==> src/design/mer_pkg.sv <==
package mer_pkg;

  localparam int COORD_BITS_DEF = 12;
  localparam int AXIS_BITS_DEF  = 11;

  // command codes on the op field
  localparam logic OP_START   = 1'b0;
  localparam logic OP_ADVANCE = 1'b1;

  // drawing phase, one-hot
  typedef enum logic [3:0] {
    PH_IDLE = 4'b0001,
    PH_R1   = 4'b0010,
    PH_R2   = 4'b0100,
    PH_FIN  = 4'b1000
  } phase_t;

endpackage

==> src/design/mer_cmd_if.sv <==
interface mer_cmd_if #(
  parameter int COORD_BITS = mer_pkg::COORD_BITS_DEF,
  parameter int AXIS_BITS  = mer_pkg::AXIS_BITS_DEF
);
  logic                  valid;
  logic                  ready;
  logic                  op;
  logic [COORD_BITS-1:0] center_x;
  logic [COORD_BITS-1:0] center_y;
  logic [AXIS_BITS-1:0]  semi_axis_x;
  logic [AXIS_BITS-1:0]  semi_axis_y;

  modport source (
    output valid, op, center_x, center_y, semi_axis_x, semi_axis_y,
    input  ready
  );
  modport sink (
    input  valid, op, center_x, center_y, semi_axis_x, semi_axis_y,
    output ready
  );
endinterface

==> src/design/mer_pnt_if.sv <==
interface mer_pnt_if #(
  parameter int COORD_BITS = mer_pkg::COORD_BITS_DEF
);
  logic                         valid;
  logic                         ready;
  logic signed [COORD_BITS+1:0] point_x;
  logic signed [COORD_BITS+1:0] point_y;
  logic                         last_of_step;
  logic                         drawing_done;

  modport source (
    output valid, point_x, point_y, last_of_step, drawing_done,
    input  ready
  );
  modport sink (
    input  valid, point_x, point_y, last_of_step, drawing_done,
    output ready
  );
endinterface

==> src/design/midpoint_ellipse_rasterizer_core.sv <==
// start command: busy after the transfer while it forms a^2, b^2, a^2*b, then the prime
// advance command: 4 point transfers, one per cycle at the earliest, then the decision
//   update (MX, MY, UPD); on the step that crosses into region two also TX, TY, BT, AT, ABP, PRIME2
// pacing: the products of each step go one after another through the single shared multiplier
// one item at a time: cmd.ready is high only while the sequencer is idle
// rst (synchronous) returns the sequencer and drawing phase to idle
module midpoint_ellipse_rasterizer_core #(
  parameter int COORD_BITS = mer_pkg::COORD_BITS_DEF,
  parameter int AXIS_BITS  = mer_pkg::AXIS_BITS_DEF
) (
  input  logic        clk,
  input  logic        rst,
  mer_cmd_if.sink     cmd,
  mer_pnt_if.source   pnt
);
  import mer_pkg::*;

  // multiplier operand width covers (2x+1)^2 and the squared semi-axes
  localparam int MW = 2 * AXIS_BITS + 2;
  localparam int PW = 2 * MW;
  // scaled decision value, signed
  localparam int DW = 4 * AXIS_BITS + 8;
  localparam int OW = COORD_BITS + 2;
  localparam int SW = OW + AXIS_BITS;
  localparam int QW = 2 * AXIS_BITS;

  typedef enum logic [14:0] {
    ST_IDLE   = 15'b000000000000001,
    ST_SQA    = 15'b000000000000010,
    ST_SQB    = 15'b000000000000100,
    ST_AB     = 15'b000000000001000,
    ST_PRIME1 = 15'b000000000010000,
    ST_EMIT   = 15'b000000000100000,
    ST_MX     = 15'b000000001000000,
    ST_MY     = 15'b000000010000000,
    ST_UPD    = 15'b000000100000000,
    ST_TX     = 15'b000001000000000,
    ST_TY     = 15'b000010000000000,
    ST_BT     = 15'b000100000000000,
    ST_AT     = 15'b001000000000000,
    ST_ABP    = 15'b010000000000000,
    ST_PRIME2 = 15'b100000000000000
  } state_t;

  state_t state, state_next;
  phase_t phase;

  // latched ellipse
  logic [COORD_BITS-1:0] cx, cy;
  logic [AXIS_BITS-1:0]  ra, rb;
  logic [QW-1:0]         a2, b2;
  // walk point
  logic [AXIS_BITS-1:0]  x, y;
  logic signed [DW-1:0]  decision;
  // shared multiplier and scratch products
  logic [MW-1:0]         mul_a, mul_b;
  logic [PW-1:0]         prod, t1, t2;
  // emit bookkeeping
  logic [1:0]            k;
  logic                  done_flag;
  // branch taken on this step: region one x-only, region two y-only
  logic                  br;

  logic                  cmd_xfer, pnt_xfer;
  logic                  dec_neg, dec_pos, br_now;
  logic [AXIS_BITS:0]    tx;
  logic [AXIS_BITS-1:0]  ty_abs;
  logic                  in_r1, xstep, ystep;
  logic [DW-1:0]         bx8, ay8, inc_c;
  logic [SW-1:0]         xp_w, xm_w, yp_w, ym_w;

  assign cmd_xfer  = cmd.valid && cmd.ready;
  assign pnt_xfer  = pnt.valid && pnt.ready;
  assign cmd.ready = (state == ST_IDLE);
  assign pnt.valid = (state == ST_EMIT);

  assign dec_neg = decision[DW-1];
  assign dec_pos = !dec_neg && (decision != '0);
  assign in_r1   = (phase == PH_R1);
  // region one takes the x-only branch on a negative value, region two the y-only branch on a positive one
  assign br_now  = in_r1 ? dec_neg : dec_pos;

  // terms for region two prime: (2x+1) and |y-1|
  assign tx     = {x, 1'b1};
  assign ty_abs = (y == '0) ? AXIS_BITS'(1) : y - AXIS_BITS'(1);

  // shared multiplier operand select
  always_comb begin
    mul_a = '0;
    mul_b = '0;
    case (state)
      ST_SQA: begin
        mul_a = MW'(ra);
        mul_b = MW'(ra);
      end
      ST_SQB: begin
        mul_a = MW'(rb);
        mul_b = MW'(rb);
      end
      ST_AB: begin
        mul_a = MW'(a2);
        mul_b = MW'(rb);
      end
      ST_MX: begin
        mul_a = MW'(b2);
        mul_b = MW'(x);
      end
      ST_MY: begin
        mul_a = MW'(a2);
        mul_b = MW'(y);
      end
      ST_TX: begin
        mul_a = MW'(tx);
        mul_b = MW'(tx);
      end
      ST_TY: begin
        mul_a = MW'(ty_abs);
        mul_b = MW'(ty_abs);
      end
      ST_BT: begin
        mul_a = MW'(b2);
        mul_b = t1[MW-1:0];
      end
      ST_AT: begin
        mul_a = MW'(a2);
        mul_b = t2[MW-1:0];
      end
      ST_ABP: begin
        mul_a = MW'(a2);
        mul_b = MW'(b2);
      end
      default: begin
        mul_a = '0;
        mul_b = '0;
      end
    endcase
  end

  // step update terms: t1 holds b^2*x, prod holds a^2*y (both updated values)
  assign xstep = in_r1 ? 1'b1 : !br;
  assign ystep = in_r1 ? !br : 1'b1;
  assign bx8   = xstep ? (DW'(t1) << 3) : '0;
  assign ay8   = ystep ? (DW'(prod) << 3) : '0;
  assign inc_c = in_r1 ? (DW'(b2) << 2) : (DW'(a2) << 2);

  // sequencer
  always_comb begin
    state_next = state;
    case (state)
      ST_IDLE: begin
        if (cmd_xfer) begin
          if (cmd.op == OP_START) begin
            state_next = ST_SQA;
          end else if (phase == PH_R1 || phase == PH_R2) begin
            state_next = ST_EMIT;
          end
        end
      end
      ST_SQA:    state_next = ST_SQB;
      ST_SQB:    state_next = ST_AB;
      ST_AB:     state_next = ST_PRIME1;
      ST_PRIME1: state_next = ST_IDLE;
      ST_EMIT: begin
        if (pnt_xfer && k == 2'd3) begin
          state_next = done_flag ? ST_IDLE : ST_MX;
        end
      end
      ST_MX:     state_next = ST_MY;
      ST_MY:     state_next = ST_UPD;
      ST_UPD: begin
        // shallow slope ends once b^2*x exceeds a^2*y
        state_next = (in_r1 && (t1 > prod)) ? ST_TX : ST_IDLE;
      end
      ST_TX:     state_next = ST_TY;
      ST_TY:     state_next = ST_BT;
      ST_BT:     state_next = ST_AT;
      ST_AT:     state_next = ST_ABP;
      ST_ABP:    state_next = ST_PRIME2;
      ST_PRIME2: state_next = ST_IDLE;
      default:   state_next = ST_IDLE;
    endcase
  end

  // control registers
  always_ff @(posedge clk) begin
    if (rst) begin
      state <= ST_IDLE;
      phase <= PH_IDLE;
    end else begin
      state <= state_next;
      if (state == ST_IDLE && cmd_xfer && cmd.op == OP_START) begin
        phase <= PH_R1;
      end else if (state == ST_EMIT && pnt_xfer && k == 2'd3 && done_flag) begin
        phase <= PH_FIN;
      end else if (state == ST_PRIME2) begin
        phase <= PH_R2;
      end
    end
  end

  // datapath registers
  always_ff @(posedge clk) begin
    prod <= PW'(mul_a * mul_b);
    case (state)
      ST_IDLE: begin
        if (cmd_xfer) begin
          if (cmd.op == OP_START) begin
            cx <= cmd.center_x;
            cy <= cmd.center_y;
            ra <= cmd.semi_axis_x;
            rb <= cmd.semi_axis_y;
            x  <= '0;
            y  <= cmd.semi_axis_y;
          end else begin
            done_flag <= (y == '0);
            k         <= 2'd0;
          end
        end
      end
      ST_SQB: a2 <= prod[QW-1:0];
      ST_AB:  b2 <= prod[QW-1:0];
      ST_PRIME1: begin
        // 4b^2 - 4a^2*b + a^2
        decision <= (DW'(b2) << 2) - (DW'(prod) << 2) + DW'(a2);
      end
      ST_EMIT: begin
        if (pnt_xfer) begin
          k <= k + 2'd1;
          if (k == 2'd3 && !done_flag) begin
            // move the walk point before the products are formed
            br <= br_now;
            if (in_r1) begin
              x <= x + AXIS_BITS'(1);
              if (!br_now) begin
                y <= y - AXIS_BITS'(1);
              end
            end else begin
              y <= y - AXIS_BITS'(1);
              if (!br_now) begin
                x <= x + AXIS_BITS'(1);
              end
            end
          end
        end
      end
      ST_MY:  t1 <= prod;
      ST_UPD: decision <= decision + bx8 - ay8 + inc_c;
      ST_TY:  t1 <= prod;
      ST_BT:  t2 <= prod;
      ST_AT:  t1 <= prod;
      ST_ABP: t2 <= prod;
      ST_PRIME2: begin
        // b^2(2x+1)^2 + 4a^2(y-1)^2 - 4a^2b^2
        decision <= DW'(t1) + (DW'(t2) << 2) - (DW'(prod) << 2);
      end
      default: begin
      end
    endcase
  end

  // mirror points: plus/minus x on k[1], plus/minus y on k[0]
  assign xp_w = SW'(cx) + SW'(x);
  assign xm_w = SW'(cx) - SW'(x);
  assign yp_w = SW'(cy) + SW'(y);
  assign ym_w = SW'(cy) - SW'(y);

  assign pnt.point_x      = $signed(k[1] ? xm_w[OW-1:0] : xp_w[OW-1:0]);
  assign pnt.point_y      = $signed(k[0] ? ym_w[OW-1:0] : yp_w[OW-1:0]);
  assign pnt.last_of_step = (k == 2'd3);
  assign pnt.drawing_done = done_flag;

  // never ready for a command while points are offered
  a_no_overlap: assert property (@(posedge clk) disable iff (rst)
    pnt.valid |-> !cmd.ready)
    else $error("command ready while emitting points");

  // the fourth point closes the step
  a_last_closes: assert property (@(posedge clk) disable iff (rst)
    (pnt.valid && pnt.ready && pnt.last_of_step) |=> !pnt.valid)
    else $error("points continue after last of step");

  // advance with no drawing in progress emits nothing
  a_idle_silent: assert property (@(posedge clk) disable iff (rst)
    (cmd.valid && cmd.ready && cmd.op == OP_ADVANCE &&
     (phase == PH_IDLE || phase == PH_FIN)) |=> !pnt.valid)
    else $error("points emitted without an active drawing");

  // done flag holds across the points of one step
  a_done_stable: assert property (@(posedge clk) disable iff (rst)
    (pnt.valid && $past(pnt.valid)) |-> $stable(pnt.drawing_done))
    else $error("done flag changed within a step");

endmodule

==> src/flat_wrapper.sv <==
// flat-port wrapper written by rule: the top's interface ports become plain ports
module midpoint_ellipse_rasterizer_core_flat import mer_pkg::*;
#(
  parameter int COORD_BITS = mer_pkg::COORD_BITS_DEF,
  parameter int AXIS_BITS  = mer_pkg::AXIS_BITS_DEF
)
  (clk, rst, cmd_valid, cmd_op, cmd_center_x, cmd_center_y, cmd_semi_axis_x, cmd_semi_axis_y, cmd_ready, pnt_valid, pnt_point_x, pnt_point_y, pnt_last_of_step, pnt_drawing_done, pnt_ready);
  mer_cmd_if #(.COORD_BITS(COORD_BITS), .AXIS_BITS(AXIS_BITS)) cmd_i ();
  mer_pnt_if #(.COORD_BITS(COORD_BITS)) pnt_i ();
  input  logic clk;
  input  logic rst;
  input wire logic [$bits(cmd_i.valid)-1:0] cmd_valid;
  input wire logic [$bits(cmd_i.op)-1:0] cmd_op;
  input wire logic [$bits(cmd_i.center_x)-1:0] cmd_center_x;
  input wire logic [$bits(cmd_i.center_y)-1:0] cmd_center_y;
  input wire logic [$bits(cmd_i.semi_axis_x)-1:0] cmd_semi_axis_x;
  input wire logic [$bits(cmd_i.semi_axis_y)-1:0] cmd_semi_axis_y;
  output wire logic [$bits(cmd_i.ready)-1:0] cmd_ready;
  output wire logic [$bits(pnt_i.valid)-1:0] pnt_valid;
  output wire logic [$bits(pnt_i.point_x)-1:0] pnt_point_x;
  output wire logic [$bits(pnt_i.point_y)-1:0] pnt_point_y;
  output wire logic [$bits(pnt_i.last_of_step)-1:0] pnt_last_of_step;
  output wire logic [$bits(pnt_i.drawing_done)-1:0] pnt_drawing_done;
  input wire logic [$bits(pnt_i.ready)-1:0] pnt_ready;
  assign cmd_i.valid = cmd_valid;
  assign cmd_i.op = cmd_op;
  assign cmd_i.center_x = cmd_center_x;
  assign cmd_i.center_y = cmd_center_y;
  assign cmd_i.semi_axis_x = cmd_semi_axis_x;
  assign cmd_i.semi_axis_y = cmd_semi_axis_y;
  assign cmd_ready = cmd_i.ready;
  assign pnt_valid = pnt_i.valid;
  assign pnt_point_x = pnt_i.point_x;
  assign pnt_point_y = pnt_i.point_y;
  assign pnt_last_of_step = pnt_i.last_of_step;
  assign pnt_drawing_done = pnt_i.drawing_done;
  assign pnt_i.ready = pnt_ready;
  midpoint_ellipse_rasterizer_core #(.COORD_BITS(COORD_BITS), .AXIS_BITS(AXIS_BITS)) u_core (.clk(clk), .rst(rst), .cmd(cmd_i), .pnt(pnt_i));
endmodule
==> config.mk <==
export PLATFORM = sky130hd
export DESIGN_NAME = midpoint_ellipse_rasterizer_core_flat
export DESIGN_NICKNAME = d
export VERILOG_FILES = /design/src/design/mer_pkg.sv /design/src/design/mer_cmd_if.sv /design/src/design/mer_pnt_if.sv /design/src/design/midpoint_ellipse_rasterizer_core.sv /design/src/flat_wrapper.sv
export SDC_FILE = /design/constraint.sdc
export NUM_CORES = 2
export LEC_CHECK = 0
export ABC_AREA = 1
export BUFFER_PORTS_ARGS = -buffer_cell sky130_fd_sc_hd__buf_4
export CAP_MARGIN = 20
export CORE_MARGIN = 4
export CORE_UTILIZATION = 45
export DETAILED_ROUTE_END_ITERATION = 16
export GPL_ROUTABILITY_DRIVEN = 0
export SYNTH_ARGS = -nofsm -noshare
export SYNTH_HDL_FRONTEND = slang
export SYNTH_SLANG_ARGS = --single-unit
export TNS_END_PERCENT = 10
==> constraint.sdc <==
create_clock -name clk -period 10 [get_ports clk]
set_input_delay 1 -clock clk [delete_from_list [all_inputs] [get_ports clk]]
set_output_delay 1 -clock clk [all_outputs]
set_load 0.005 [all_outputs]
==> metrics.txt <==
proportion of register bits with asynchronous set or reset after synthesis 0%; endpoint kind of the worst setup timing path flip-flop; FMAX 109 MHz; class of the most critical setup path reg2reg; total global routing track utilization 31.4%; cells after synthesis 6549; count of final max-slew check failures 0; CTS Hold Bufs 0; ranking of synthesized cells by instance count 1535 x nand2_1, 1316 x inv_1, 586 x nor2_1, 513 x fa_1, 466 x ha_1; number of warnings reported in the yosys synthesis log 0; number of antenna cells inserted 0; post-synthesis register bit count 325; Total Power 3.52 mW; worst-case clock skew 0.0649 ns; starting density of the core 45.5%; fraction of synthesized cell area taken by the top area cell type 21.0%; per-instance average area after synthesis 7.48 µm²; clock latency on the worst-skew pair 0.63 ns; path category of the worst min-delay check reg2reg; distinct cell type count of the synthesized netlist 71; longest individual stage delay on the worst path 0.60 ns; worst reg-to-reg setup slack 0.81 ns; Net Switching 0.988 mW; detailed-route DRC error count 0; nets@finish 7642; total of cells resized after clock tree synthesis 0; clock power share 42.3%; PortBufs 82; average detailed-routed wire length per instance 22.3 µm; number of vias per cell 5.66; RR Endpoint u_core.prod[35]$_DFF_P_; number of hold violations in the final report 0; CORE AREA 108000 µm²; Die X-Extent 338 µm; total nets after synthesis 7579; slowest library cell on the worst path fa_1; wire length of the first global-routing pass 271000 µm; endpoints failing setup 0; total standard cell area after synthesis 49000 µm²; number of DRC violations after detailed-routing iteration 0 5015; final sum of negative setup slack 0 ns; synthesis-to-layout area growth 7.32%; wirelength, routed 179000 µm; top cells by area in the synthesized netlist fa_1 21%, edfxtp_1 16%, ha_1 12%; maximum count of clock buffers along a single path 3; number of cell rows 120; initial antenna violation count 4; required time at the worst-slack endpoint 10.45 ns; Worst Max-Slew Pin Slew 1.26 ns; sequential fraction of design power 43.2%; clock sink count 325; minimum period implied by the final worst setup slack 9.19 ns; final antenna-violating net count 0; max cap viols 0; most used cell along the critical path inv_1; EDFF count, synth 260; 1st-pass router iterations 6; worst slew slack as a fraction of its limit 15.4%; biggest area consumer among synthesized cells fa_1; TritonCTS clock tree built; HPWL after DPL 150000 µm; number of I/O pins 83; startpoint of the worst register-to-register path u_core.y[1]$_DFFE_PP_; maximum number of pins on one net before global-route repair 53; critical path launch point u_core.y[1]$_DFFE_PP_; number of buffers created by CTS 40; startpoint kind of the worst setup timing path flip-flop; crit share post-route 91.9%; leakage 25.6 nW; internal power of the cells 2.53 mW; cell with the most instances after synthesis nand2_1; global route total overflow 0; Total Die Area 114000 µm²; primary flip-flop cell chosen by synthesis mapping edfxtp_1; part of the total power dissipated in combinational logic 14.5%; number of global-route vias before repair 45399; root buffer cell clkbuf_16; share of cells above drive strength 1 5.21%; sequential element share of the synthesized area 18.6%; worst IR drop on VDD 0.000134 V; Critical Path Fanout Max 11; RSZ-0062 raised after global routing no; number of cell instances on the worst register-to-register path 34; setup fix buffers added after clock tree synthesis 0; Power per Cell Area 66.9 nW/µm²; floorplan die height 338 µm; end point of the critical path u_core.prod[35]$_DFF_P_; arrival time worst endpoint 9.64 ns; via count 45567; switching fraction of total power 28.1%; result of the run finished clean; clock transition time at the flip-flop clock pins of the worst setup and hold paths 0.06 ns; htree depth 2
==> power by group through the flow <==
| stage | sequential, mW | clock, mW | combinational, mW |
|---|---|---|---|
| CTS | 1.52 | 1.51 | 0.501 |
| finish | 1.52 | 1.49 | 0.510 |
| global route | 1.52 | 1.57 | 0.558 |
| global placement | 1.54 | 0 | 0.493 |
| detailed placement | 1.54 | 0 | 0.497 |
| floorplan | 1.53 | 0 | 0.301 |
==> layout by cell type, fill, tap and decap left out, types with 137 or more instances in the layout <==
cell	count
nand3_1	273
ha_1	466
nor2_1	586
inv_1	1315
o21ai_0	287
buf_4	137
edfxtp_1	260
a21oi_1	368
nand2_1	1534
fa_1	513
==> worst min path at each step <==
| stage | start | depth (start not counted) | end | slack, ns |
|---|---|---|---|---|
| 6_report | u_core.phase[1]$_SDFFE_PP0P_ | 2 | u_core.phase[1]$_SDFFE_PP0P_ | 0.49 |
| 5_1_grt | u_core.phase[1]$_SDFFE_PP0P_ | 2 | u_core.phase[1]$_SDFFE_PP0P_ | 0.52 |
| 4_1_cts | u_core.phase[3]$_SDFFE_PP0P_ | 2 | u_core.phase[3]$_SDFFE_PP0P_ | 0.50 |
| 3_5_place_dp | u_core.phase[3]$_SDFFE_PP0P_ | 2 | u_core.phase[3]$_SDFFE_PP0P_ | 0.49 |
| 3_3_place_gp | u_core.phase[1]$_SDFFE_PP0P_ | 2 | u_core.phase[1]$_SDFFE_PP0P_ | 0.48 |
| 2_1_floorplan | u_core.phase[1]$_SDFFE_PP0P_ | 2 | u_core.phase[1]$_SDFFE_PP0P_ | 0.45 |
==> stage by stage <==
stage	area [µm²]	util, %	cells	hold slack, ns	worst slack, ns
CTS	52600	48.8	8046	0.496	1.05
global placement	51200	47.6	7972	0.477	1.25
global route	52600	48.8	8046	0.521	0.342
finish	52600	48.8	8046	0.486	0.810
detailed placement	51200	47.6	7973	0.486	1.10
floorplan	49000	-	6549	0.451	2.34
==> kinds of logic after synthesis <==
group / share of synthesized area [%]
xor+xnor: 3.31
flops: 18.6
compound gates: 11.0
simple gates: 22.4
mux: 0.102
fa+ha+maj: 32.9
buf+inv: 11.7
==> area by class of cell <==
cell class,instances,area (µm²)
fill,10790,55100
multi-input combinational,4740,34200
sequential,325,9110
inverter,1367,5140
tap,1403,1760
clock buffer,53,1130
timing repair buffer,138,1050
clock inverter,20,204
==> sequential cells by signal, indices dropped and copies added, names as in the netlist, 12 cells and up <==
register,flops
u_core.decision,52
u_core.prod,46
u_core.t1,46
u_core.t2,46
u_core.a2,22
u_core.b2,22
u_core.state,15
u_core.cx,12
u_core.cy,12
==> routing by layer <==
layer / wire, µm / vias up / track usage, %
met5: 30 / - / 0
met4: 8800 / 4 / 12.9
met3: 19700 / 477 / 6.41
met2: 76400 / 2394 / 48.0
met1: 74500 / 21807 / 43.6
li1: - / 20885 / -
==> critical path, delay by kind of cell, from the launching register on <==
| kind | cells | cell delay (ns) |
|---|---|---|
| XOR/XNOR | 1 | 0.15 |
| AO/OA/AOI/OAI | 3 | 0.63 |
| buffers and inverters | 11 | 1.39 |
| adder cells (fa/ha/maj) | 9 | 4.29 |
| flip-flops | 1 | 0.44 |
| AND/OR/NAND/NOR | 10 | 2.14 |
Power figures use the tool's default switching activity.
